File: src/sv/psgfd_pkg.sv
// Package for the sound-chip parameter frame decoder.
// Holds field widths, controller and parameter codes and the state types.
// No dependencies; every other file of the block except psgfd_ram imports it.
package psgfd_pkg;

    localparam int CHANNEL_W     = 5;
    localparam int CTRL_W        = 7;
    localparam int PARAM_INDEX_W = 5;
    localparam int PARAM_VALUE_W = 14;

    // Controller numbers that the decoder reacts to.
    localparam logic [CTRL_W-1:0] CC_BREATH = 7'd2;
    localparam logic [CTRL_W-1:0] CC_VOLUME = 7'd7;
    localparam logic [CTRL_W-1:0] CC_COARSE = 7'd20;
    localparam logic [CTRL_W-1:0] CC_FINE   = 7'd52;
    localparam logic [CTRL_W-1:0] CC_SHAPE  = 7'd70;
    localparam logic [CTRL_W-1:0] CC_GPB1   = 7'd80;
    localparam logic [CTRL_W-1:0] CC_GPB2   = 7'd81;
    localparam logic [CTRL_W-1:0] CC_GPB3   = 7'd82;
    localparam logic [CTRL_W-1:0] CC_GPB4   = 7'd83;

    // First parameter index of each group.
    localparam logic [PARAM_INDEX_W-1:0] P_VOLUME       = 5'd0;
    localparam logic [PARAM_INDEX_W-1:0] P_TONE_PERIOD  = 5'd3;
    localparam logic [PARAM_INDEX_W-1:0] P_TONE_ON      = 5'd6;
    localparam logic [PARAM_INDEX_W-1:0] P_NOISE_ON     = 5'd9;
    localparam logic [PARAM_INDEX_W-1:0] P_ENV_ON       = 5'd12;
    localparam logic [PARAM_INDEX_W-1:0] P_RETRIG       = 5'd15;
    localparam logic [PARAM_INDEX_W-1:0] P_NOISE_PERIOD = 5'd18;
    localparam logic [PARAM_INDEX_W-1:0] P_ENV_PERIOD   = 5'd19;
    localparam logic [PARAM_INDEX_W-1:0] P_ENV_SHAPE    = 5'd20;

    // Channel offset of the noise and envelope channel.
    localparam logic [1:0] NOISE_ENV_SLOT = 2'd3;

    // Low seven bits hold the fine part of a period, the upper seven the coarse part.
    localparam logic [PARAM_VALUE_W-1:0] FINE_MASK   = 14'h007F;
    localparam logic [PARAM_VALUE_W-1:0] COARSE_MASK = 14'h3F80;
    localparam int                       COARSE_SHIFT = 7;

    localparam logic [CHANNEL_W-1:0] BASE_CHANNEL_RESET = 5'd1;

    typedef enum logic [2:0] {
        ST_IDLE,
        ST_SCAN,
        ST_DRAIN,
        ST_UPD_RD,
        ST_UPD_WR
    } state_t;

    typedef enum logic [1:0] {
        UPD_NONE,
        UPD_PUT,
        UPD_COARSE,
        UPD_FINE
    } upd_kind_t;

endpackage

File: src/sv/psgfd_midi_if.sv
// Valid/ready channel that carries one decoded MIDI message per transfer.
// Depends on psgfd_pkg for the field widths.
interface psgfd_midi_if #(
    parameter int TIME_BITS = 32
);
    import psgfd_pkg::*;

    logic                     valid;
    logic                     ready;
    logic                     command;
    logic [TIME_BITS-1:0]     time_stamp;
    logic [CHANNEL_W-1:0]     midi_channel;
    logic [CTRL_W-1:0]        controller_number;
    logic [CTRL_W-1:0]        controller_value;

    modport source (
        output valid, command, time_stamp, midi_channel,
               controller_number, controller_value,
        input  ready
    );

    modport sink (
        input  valid, command, time_stamp, midi_channel,
               controller_number, controller_value,
        output ready
    );
endinterface

File: src/sv/psgfd_param_if.sv
// Valid/ready channel that carries one frame parameter per transfer.
// Depends on psgfd_pkg for the field widths.
interface psgfd_param_if;
    import psgfd_pkg::*;

    logic                     valid;
    logic                     ready;
    logic [PARAM_INDEX_W-1:0] param_index;
    logic [PARAM_VALUE_W-1:0] param_value;
    logic                     last;

    modport source (
        output valid, param_index, param_value, last,
        input  ready
    );

    modport sink (
        input  valid, param_index, param_value, last,
        output ready
    );
endinterface

File: src/sv/psgfd_ram.sv
// Generic single-port-write, single-port-read RAM with a registered read.
// No dependencies.
module psgfd_ram #(
    parameter int WIDTH = 14,
    parameter int DEPTH = 21
) (
    input  logic                     clk,
    input  logic                     we,
    input  logic [$clog2(DEPTH)-1:0] waddr,
    input  logic [WIDTH-1:0]         wdata,
    input  logic                     re,
    input  logic [$clog2(DEPTH)-1:0] raddr,
    output logic [WIDTH-1:0]         rdata
);
    logic [WIDTH-1:0] mem [DEPTH];

    always_ff @(posedge clk)
    begin
        if (we)
        begin
            mem[waddr] <= wdata;
        end
        if (re)
        begin
            rdata <= mem[raddr];
        end
    end
endmodule

File: src/sv/psg_param_midi_frame_decoder_core.sv
// Sound-chip parameter frame decoder. A message whose time stamp is later than the
// previous one flushes the open frame: the parameters that were set are sent in
// ascending index order, the last one marked, and the frame is cleared. A control
// change on one of the four channels from base_channel then updates one parameter.
// The values live in a RAM with one read port; set flags are flip-flops, so reset
// needs no clearing pass. A message that does not flush goes through a RAM read and a
// write of the updated value (the write is skipped when it changes nothing); a flushing
// message first scans the parameter slots, one slot per cycle through the RAM read port
// unless the frame sink stalls, then drains the last slot before the update.
module psg_param_midi_frame_decoder_core #(
    parameter int NUM_PARAMS = 21,
    parameter int TIME_BITS  = 32
) (
    input  logic                         clk,
    input  logic                         rst_n,
    input  logic                         base_channel_we,
    input  logic [psgfd_pkg::CHANNEL_W-1:0] base_channel_wdata,
    psgfd_midi_if.sink                   midi,
    psgfd_param_if.source                frame
);
    import psgfd_pkg::*;

    localparam int IDX_W = $clog2(NUM_PARAMS);

    // Control state.
    state_t                    state_reg, state_next;
    logic [CHANNEL_W-1:0]      base_channel_reg, base_channel_next;
    logic [TIME_BITS-1:0]      prev_ts_reg, prev_ts_next;
    logic [NUM_PARAMS-1:0]     flags_reg, flags_next;
    logic [IDX_W-1:0]          scan_idx_reg, scan_idx_next;
    logic                      pend_valid_reg, pend_valid_next;
    logic                      out_valid_reg, out_valid_next;

    // Payload.
    logic                      cmd_reg, cmd_next;
    logic [CHANNEL_W-1:0]      chan_reg, chan_next;
    logic [CTRL_W-1:0]         ctrl_reg, ctrl_next;
    logic [CTRL_W-1:0]         val_reg, val_next;
    logic [IDX_W-1:0]          pend_idx_reg, pend_idx_next;
    logic                      pend_last_reg, pend_last_next;
    logic [PARAM_INDEX_W-1:0]  out_idx_reg, out_idx_next;
    logic [PARAM_VALUE_W-1:0]  out_value_reg, out_value_next;
    logic                      out_last_reg, out_last_next;

    // RAM port signals.
    logic                      ram_re;
    logic                      ram_we;
    logic [IDX_W-1:0]          ram_raddr;
    logic [PARAM_VALUE_W-1:0]  ram_wdata;
    logic [PARAM_VALUE_W-1:0]  ram_rdata;

    // Decode of the latched message.
    logic [CHANNEL_W:0]        chan_ext;
    logic [CHANNEL_W:0]        base_ext;
    logic [CHANNEL_W:0]        chan_off;
    logic                      in_window;
    logic [1:0]                slot;
    upd_kind_t                 upd_kind;
    logic [IDX_W-1:0]          upd_idx;
    logic [PARAM_VALUE_W-1:0]  old_value;
    logic [PARAM_VALUE_W-1:0]  val_ext;

    logic                      in_xfer;
    logic                      flush;
    logic                      out_load;
    logic                      scan_go;
    logic                      scan_end;
    logic [NUM_PARAMS-1:0]     flags_from_idx;

    psgfd_ram #(
        .WIDTH (PARAM_VALUE_W),
        .DEPTH (NUM_PARAMS)
    ) u_values (
        .clk   (clk),
        .we    (ram_we),
        .waddr (upd_idx),
        .wdata (ram_wdata),
        .re    (ram_re),
        .raddr (ram_raddr),
        .rdata (ram_rdata)
    );

    assign in_xfer = midi.valid && midi.ready;
    assign flush   = midi.time_stamp > prev_ts_reg;

    // The frame register takes the pending slot once the RAM data for it is out.
    assign out_load = pend_valid_reg && (!out_valid_reg || frame.ready);
    assign scan_go  = (state_reg == ST_SCAN) && (!pend_valid_reg || out_load);
    assign scan_end = scan_go && (scan_idx_reg == IDX_W'(NUM_PARAMS - 1));
    assign flags_from_idx = flags_reg >> scan_idx_reg;

    // Channel window compared at full width without wrap.
    always_comb
    begin
        chan_ext  = {1'b0, chan_reg};
        base_ext  = {1'b0, base_channel_reg};
        chan_off  = chan_ext - base_ext;
        in_window = cmd_reg && (chan_ext >= base_ext)
                    && (chan_ext < base_ext + (CHANNEL_W+1)'(4));
        slot      = chan_off[1:0];
    end

    always_comb
    begin
        upd_kind = UPD_NONE;
        upd_idx  = IDX_W'(P_VOLUME);
        if (in_window)
        begin
            if (slot == NOISE_ENV_SLOT)
            begin
                case (ctrl_reg)
                    CC_COARSE:
                    begin
                        upd_kind = UPD_COARSE;
                        upd_idx  = IDX_W'(P_ENV_PERIOD);
                    end
                    CC_FINE:
                    begin
                        upd_kind = UPD_FINE;
                        upd_idx  = IDX_W'(P_ENV_PERIOD);
                    end
                    CC_BREATH:
                    begin
                        upd_kind = UPD_PUT;
                        upd_idx  = IDX_W'(P_NOISE_PERIOD);
                    end
                    CC_SHAPE:
                    begin
                        upd_kind = UPD_PUT;
                        upd_idx  = IDX_W'(P_ENV_SHAPE);
                    end
                    default:
                    begin
                        upd_kind = UPD_NONE;
                    end
                endcase
            end
            else
            begin
                case (ctrl_reg)
                    CC_VOLUME:
                    begin
                        upd_kind = UPD_PUT;
                        upd_idx  = IDX_W'(P_VOLUME) + IDX_W'(slot);
                    end
                    CC_COARSE:
                    begin
                        upd_kind = UPD_COARSE;
                        upd_idx  = IDX_W'(P_TONE_PERIOD) + IDX_W'(slot);
                    end
                    CC_FINE:
                    begin
                        upd_kind = UPD_FINE;
                        upd_idx  = IDX_W'(P_TONE_PERIOD) + IDX_W'(slot);
                    end
                    CC_GPB1:
                    begin
                        upd_kind = UPD_PUT;
                        upd_idx  = IDX_W'(P_TONE_ON) + IDX_W'(slot);
                    end
                    CC_GPB2:
                    begin
                        upd_kind = UPD_PUT;
                        upd_idx  = IDX_W'(P_NOISE_ON) + IDX_W'(slot);
                    end
                    CC_GPB3:
                    begin
                        upd_kind = UPD_PUT;
                        upd_idx  = IDX_W'(P_ENV_ON) + IDX_W'(slot);
                    end
                    CC_GPB4:
                    begin
                        upd_kind = UPD_PUT;
                        upd_idx  = IDX_W'(P_RETRIG) + IDX_W'(slot);
                    end
                    default:
                    begin
                        upd_kind = UPD_NONE;
                    end
                endcase
            end
        end
    end

    // An entry whose flag is clear reads as zero, whatever the RAM holds.
    always_comb
    begin
        old_value = flags_reg[upd_idx] ? ram_rdata : '0;
        val_ext   = PARAM_VALUE_W'(val_reg);
        case (upd_kind)
            UPD_COARSE: ram_wdata = (old_value & FINE_MASK)
                                    | ((val_ext << COARSE_SHIFT) & COARSE_MASK);
            UPD_FINE:   ram_wdata = (old_value & COARSE_MASK) | val_ext;
            default:    ram_wdata = val_ext;
        endcase
    end

    // Next state.
    always_comb
    begin
        state_next = state_reg;
        unique case (state_reg)
            ST_IDLE:
            begin
                if (in_xfer)
                begin
                    state_next = flush ? ST_SCAN : ST_UPD_RD;
                end
            end
            ST_SCAN:
            begin
                if (scan_end)
                begin
                    state_next = ST_DRAIN;
                end
            end
            ST_DRAIN:
            begin
                if (!pend_valid_reg)
                begin
                    state_next = ST_UPD_RD;
                end
            end
            ST_UPD_RD:
            begin
                state_next = (upd_kind == UPD_NONE) ? ST_IDLE : ST_UPD_WR;
            end
            ST_UPD_WR:
            begin
                state_next = ST_IDLE;
            end
            default:
            begin
                state_next = ST_IDLE;
            end
        endcase
    end

    // State machine outputs.
    always_comb
    begin
        midi.ready = 1'b0;
        ram_re     = 1'b0;
        ram_we     = 1'b0;
        ram_raddr  = upd_idx;
        unique case (state_reg)
            ST_IDLE:
            begin
                midi.ready = 1'b1;
            end
            ST_SCAN:
            begin
                ram_raddr = scan_idx_reg;
                ram_re    = scan_go && flags_reg[scan_idx_reg];
            end
            ST_DRAIN:
            begin
                ram_re = 1'b0;
            end
            ST_UPD_RD:
            begin
                ram_re = (upd_kind != UPD_NONE);
            end
            ST_UPD_WR:
            begin
                ram_we = 1'b1;
            end
            default:
            begin
                midi.ready = 1'b0;
            end
        endcase
    end

    // Datapath next values.
    always_comb
    begin
        base_channel_next = base_channel_reg;
        prev_ts_next      = prev_ts_reg;
        flags_next        = flags_reg;
        scan_idx_next     = scan_idx_reg;
        pend_valid_next   = pend_valid_reg;
        pend_idx_next     = pend_idx_reg;
        pend_last_next    = pend_last_reg;
        out_valid_next    = out_valid_reg;
        out_idx_next      = out_idx_reg;
        out_value_next    = out_value_reg;
        out_last_next     = out_last_reg;
        cmd_next          = cmd_reg;
        chan_next         = chan_reg;
        ctrl_next         = ctrl_reg;
        val_next          = val_reg;

        if (base_channel_we)
        begin
            base_channel_next = base_channel_wdata;
        end

        if (in_xfer)
        begin
            prev_ts_next  = midi.time_stamp;
            cmd_next      = midi.command;
            chan_next     = midi.midi_channel;
            ctrl_next     = midi.controller_number;
            val_next      = midi.controller_value;
            scan_idx_next = '0;
        end

        // Frame register: a transfer empties it, a pending slot refills it.
        if (out_load)
        begin
            out_valid_next = 1'b1;
            out_idx_next   = PARAM_INDEX_W'(pend_idx_reg);
            out_value_next = ram_rdata;
            out_last_next  = pend_last_reg;
        end
        else if (frame.ready)
        begin
            out_valid_next = 1'b0;
        end

        if (scan_go)
        begin
            pend_valid_next = flags_reg[scan_idx_reg];
            pend_idx_next   = scan_idx_reg;
            // The slot is the last of the frame when no higher flag is set.
            pend_last_next  = (flags_from_idx >> 1) == '0;
            scan_idx_next   = scan_idx_reg + IDX_W'(1);
        end
        else if (out_load)
        begin
            pend_valid_next = 1'b0;
        end

        if (scan_end)
        begin
            flags_next = '0;
        end
        else if (state_reg == ST_UPD_WR)
        begin
            flags_next[upd_idx] = 1'b1;
        end
    end

    always_ff @(posedge clk or negedge rst_n)
    begin
        if (!rst_n)
        begin
            state_reg        <= ST_IDLE;
            base_channel_reg <= BASE_CHANNEL_RESET;
            prev_ts_reg      <= '0;
            flags_reg        <= '0;
            scan_idx_reg     <= '0;
            pend_valid_reg   <= 1'b0;
            out_valid_reg    <= 1'b0;
        end
        else
        begin
            state_reg        <= state_next;
            base_channel_reg <= base_channel_next;
            prev_ts_reg      <= prev_ts_next;
            flags_reg        <= flags_next;
            scan_idx_reg     <= scan_idx_next;
            pend_valid_reg   <= pend_valid_next;
            out_valid_reg    <= out_valid_next;
        end
    end

    always_ff @(posedge clk)
    begin
        cmd_reg       <= cmd_next;
        chan_reg      <= chan_next;
        ctrl_reg      <= ctrl_next;
        val_reg       <= val_next;
        pend_idx_reg  <= pend_idx_next;
        pend_last_reg <= pend_last_next;
        out_idx_reg   <= out_idx_next;
        out_value_reg <= out_value_next;
        out_last_reg  <= out_last_next;
    end

    assign frame.valid       = out_valid_reg;
    assign frame.param_index = out_idx_reg;
    assign frame.param_value = out_value_reg;
    assign frame.last        = out_last_reg;

endmodule

File: src/flat_wrapper.sv
// flat-port wrapper written by rule: the top's interface ports become plain ports
module psg_param_midi_frame_decoder_core_flat import psgfd_pkg::*;
#(
    parameter int NUM_PARAMS = 21,
    parameter int TIME_BITS  = 32
)
  (clk, rst_n, base_channel_we, base_channel_wdata, midi_valid, midi_command, midi_time_stamp, midi_midi_channel, midi_controller_number, midi_controller_value, midi_ready, frame_valid, frame_param_index, frame_param_value, frame_last, frame_ready);
  psgfd_midi_if #(.TIME_BITS(TIME_BITS)) midi_i ();
  psgfd_param_if frame_i ();
  input  logic clk;
  input  logic rst_n;
  input  logic base_channel_we;
  input  logic [psgfd_pkg::CHANNEL_W-1:0] base_channel_wdata;
  input wire logic [$bits(midi_i.valid)-1:0] midi_valid;
  input wire logic [$bits(midi_i.command)-1:0] midi_command;
  input wire logic [$bits(midi_i.time_stamp)-1:0] midi_time_stamp;
  input wire logic [$bits(midi_i.midi_channel)-1:0] midi_midi_channel;
  input wire logic [$bits(midi_i.controller_number)-1:0] midi_controller_number;
  input wire logic [$bits(midi_i.controller_value)-1:0] midi_controller_value;
  output wire logic [$bits(midi_i.ready)-1:0] midi_ready;
  output wire logic [$bits(frame_i.valid)-1:0] frame_valid;
  output wire logic [$bits(frame_i.param_index)-1:0] frame_param_index;
  output wire logic [$bits(frame_i.param_value)-1:0] frame_param_value;
  output wire logic [$bits(frame_i.last)-1:0] frame_last;
  input wire logic [$bits(frame_i.ready)-1:0] frame_ready;
  assign midi_i.valid = midi_valid;
  assign midi_i.command = midi_command;
  assign midi_i.time_stamp = midi_time_stamp;
  assign midi_i.midi_channel = midi_midi_channel;
  assign midi_i.controller_number = midi_controller_number;
  assign midi_i.controller_value = midi_controller_value;
  assign midi_ready = midi_i.ready;
  assign frame_valid = frame_i.valid;
  assign frame_param_index = frame_i.param_index;
  assign frame_param_value = frame_i.param_value;
  assign frame_last = frame_i.last;
  assign frame_i.ready = frame_ready;
  psg_param_midi_frame_decoder_core #(.NUM_PARAMS(NUM_PARAMS), .TIME_BITS(TIME_BITS)) u_core (.clk(clk), .rst_n(rst_n), .base_channel_we(base_channel_we), .base_channel_wdata(base_channel_wdata), .midi(midi_i), .frame(frame_i));
endmodule
File: config.mk
export PLATFORM = sky130hd
export DESIGN_NAME = psg_param_midi_frame_decoder_core_flat
export DESIGN_NICKNAME = d
export VERILOG_FILES = /design/src/sv/psgfd_pkg.sv /design/src/sv/psgfd_midi_if.sv /design/src/sv/psgfd_param_if.sv /design/src/sv/psgfd_ram.sv /design/src/sv/psg_param_midi_frame_decoder_core.sv /design/src/flat_wrapper.sv
export SDC_FILE = /design/constraint.sdc
export NUM_CORES = 1
export LEC_CHECK = 0
export BUFFER_PORTS_ARGS = -buffer_cell sky130_fd_sc_hd__clkbuf_2
export CAP_MARGIN = 20
export CORE_ASPECT_RATIO = 1.2
export CORE_MARGIN = 5
export CORE_UTILIZATION = 55
export CTS_CLUSTER_SIZE = 20
export DETAILED_ROUTE_END_ITERATION = 16
export HOLD_SLACK_MARGIN = 0.08
export PLACE_DENSITY = 0.74
export SLEW_MARGIN = 20
export SYNTH_ARGS = -nofsm -noshare
export SYNTH_HDL_FRONTEND = slang
export SYNTH_SLANG_ARGS = --single-unit
File: constraint.sdc
create_clock -name clk -period 7.1 [get_ports clk]
set_input_delay 0 -clock clk [delete_from_list [all_inputs] [get_ports clk]]
set_output_delay 0 -clock clk [all_outputs]
set_load 0.02 [all_outputs]
==> results by group <==
Synth
  – Sequential area share after synthesis: 62.46%
  – Cell variety after synth: 81
  – Synthesized area: 19750 um2
  – Yosys warning total: 0
  – Synthesized flop and latch total: 422
  – Async SR Flop Fraction: 16.11%
  – Post-synth EDFFs: 354
  – Ys flop type: edfxtp_1
  – Syn nets: 1656
  – Syn Area/Cell: 12.76 um2
  – Cells after synthesis: 1548

Timing
  – Minimum clock period: 5284 ps
  – Final period util: 74.42%
  – RSZ-0062 raised after global routing: false
  – Clk_skew: 29.00 ps
  – Relative slew slack: 30.17%
  – Total negative slack: 0 ps
  – Fmax: 189.3 MHz
  – Max Slew Vio Count: 0
  – Final hold vios: 0
  – Worst-Margin Slew: 1044 ps
  – # setup viols final: 0

Floorplan
  – Row cnt: 76
  – Chip height: 217.6 um
  – Starting density of the core: 55.38%
  – Core region area: 35660 um2
  – Die Wd: 183.0 um
  – Die ar.: 39810 um2
  – # IOs: 84

Min path
  – Hold Path Origin: midi_controller_number[2]
  – Hold Path Class: input port to flop
  – Hold path depth: 2
  – Worst Hold End: u_core.ctrl_reg[2]

Clocking
  – CTS tree: yes
  – Root Buffer: clkbuf_16
  – Setup Fix Bufs, Post-CTS: 0
  – Clock sinks: 422
  – Clock-pin slew on the worst setup and hold paths: 60 ps
  – Clk buf depth: 3
  – Worst-Skew Late Latency: 560 ps
  – H-tree depth: 2
  – CTS buffer count: 42

Status
  – Outcome: finished, final reports clean

Power
  – Peak VDD IR: 239.2 uV
  – P_int: 4.961 mW
  – Sw power: 2.589 mW
  – Switching Share: 34.29%
  – Clock network fraction of total power: 29.7%
  – P per Cell Area: 328.1 nW/um2
  – Design Power: 7.550 mW
  – Static leakage: 8.758 nW
  – Gate power share: 30.2%
  – Sequential fraction of design power: 40.1%

Placed design
  – Placed cell count: 2070
  – PortBufs: 83
  – Detail Placement HPWL: 35960 um
  – Final GP Congestion: 0.9992

Worst setup path
  – CP required: 7400 ps
  – RR Startpoint: u_core.base_channel_reg[0]
  – Crit end category: flop
  – CP Cell Sequence: ha_1 -> inv_1 -> fa_1 -> ha_1 -> nor2_1 -> a21oi_1 -> a32o_1 -> nor3_4 -> a21boi_4 -> buf_4 -> buf_4 -> mux2_2 -> a222oi_1 -> o211ai_1
  – Startpoint Class: flop
  – CP Class: flop to flop
  – CP max FO: 25
  – Worst r2r path cells: 14
  – Crit Reg-Reg Endpoint: u_core.u_values.rdata[11]
  – FF-to-FF setup slack: 1820 ps
  – Arr. time, crit path: 5580 ps
  – Crit path max-delay cell type: fa_1
  – Max incr delay on CP: 600 ps

Route
  – Antenna Nets Post-Route: 0
  – Via-to-Cell Ratio: 6.597
  – Metal2 WL: 27800 um
  – Via count: 14613
  – Final routed DRC violation total: 0
  – Top Metal Used: met5
  – Drt total wl: 55960 um
  – Pre-Repair DR Iteration Count: 6
  – Initial drt markers: 1879
  – Metal3 WL: 5290 um
  – Wire per inst: 25.26 um
  – Routed length on met1: 20370 um

GRT
  – Initial antenna violation count: 1
  – First-pass GRT wire length: 85730 um
  – Total track usage: 28.02%
  – Largest net degree at the start of global routing: 93
  – Number of global-route vias before repair: 14417
  – Grt total ovfl: 0

Layout
  – Number of nets in the layout: 1823
  – Fraction of layout cells with a size suffix above 1: 17.00%
  – Final Instance Count excl. Fillers: 2215
  – P&R area growth vs syn: 16.54%
  – Most frequent cells in the layout: 354 x edfxtp_1, 217 x nand2_1, 82 x clkbuf_2
  – Largest register FFs: 294
  – Post-layout util: 64.54%
  – Antenna diodes: 0
  – Most common cell after layout, fill and taps aside: edfxtp_1

Run
  – Max_cap viols: 0
==> routing by layer <==
metal | track usage (%) | up-vias
li1 | - | 6321
met1 | 35.99 | 7251
met2 | 47.33 | 867
met3 | 5.138 | 172
met4 | 11.30 | 2
met5 | 0 | -
==> synth_stat cells, types with 19 or more instances <==
master	n	area, um2
and3_1	19	118.9
nor2_1	54	202.7
clkbuf_1	59	221.5
mux2_2	36	405.4
a21oi_1	61	305.3
mux2i_1	38	380.4
o21a_1	25	187.7
edfxtp_1	354	10630
dfrtp_1	67	1677
nand3_1	39	195.2
o21ai_0	49	245.2
a211oi_1	23	172.7
buf_2	20	100.1
nor4_1	21	131.4
ha_1	45	563.0
mux2_1	20	225.2
a311oi_1	27	236.5
nand2_1	218	818.3
inv_1	55	206.5
a31oi_1	49	306.5
==> logic make-up after synthesis <==
| kind of cell | Yosys count | synth area share [%] |
|---|---|---|
| flops | 422 | 62.46 |
| simple gates | 438 | 10.53 |
| buf+inv | 151 | 3.073 |
| xor+xnor | 4 | 0.1774 |
| fa+ha+maj | 46 | 2.953 |
| mux | 112 | 7.173 |
| compound gates | 375 | 13.64 |
==> power by group through the flow <==
stage                     Clock (mW)  Combinational, mW  Sequential (mW)
after detailed placement           0               2.18             3.07
final                           2.24               2.28             3.03
after global routing            2.38               2.46             3.04
after global placement             0               2.13             3.07
after CTS                       2.26               2.23             3.02
after floorplan                    0               1.58             3.02
==> metrics by stage <==
step / setup WS [ps] / cell area, um2 / hold slack [ps]
global route: 1530 / 23010 / 175.0
finish: 1816 / 23010 / 169.9
global placement: 2039 / 20910 / 177.3
detailed placement: 1858 / 20920 / 178.6
CTS: 1816 / 23000 / 144.4
floorplan: 2089 / 19750 / -295.6
==> area by class of cell <==
type	instances	area, um2
clock inverters	25	282.8
flip-flops and latches	422	12330
fillers	2559	12650
clock buffers	51	1105
repair buffers	217	1598
inverters	57	214.0
multi-input cells	975	6894
well taps	468	585.6
==> how the worst max path moves through the flow <==
stage	startpoint	endpoint	slack, ps
after global placement	u_core.base_channel_reg[0]	u_core.u_values.mem[12][7]	2040
after detailed placement	u_core.base_channel_reg[0]	u_core.u_values.mem[12][10]	1860
final	u_core.base_channel_reg[0]	u_core.u_values.rdata[11]	1820
after CTS	u_core.base_channel_reg[0]	u_core.u_values.mem[12][10]	1820
after floorplan	u_core.base_channel_reg[0]	u_core.u_values.mem[20][0]	2090
after global routing	u_core.base_channel_reg[0]	u_core.u_values.rdata[11]	1530
==> critical path: cells and delay by family (launching register included) <==
kind	cells	cell delay, ps
buffers and inverters	3	940
AO/OA/AOI/OAI	5	1650
AND/OR/NAND/NOR	2	310
multiplexers	1	390
flip-flops	1	530
adder cells (fa/ha/maj)	3	1170
==> repair_timing <==
action	CTS	global route
hold endpoints to repair	131	0
gates resized for setup	0	0
hold buffers	69	0
No activity file was read; power rests on OpenSTA's default activity.
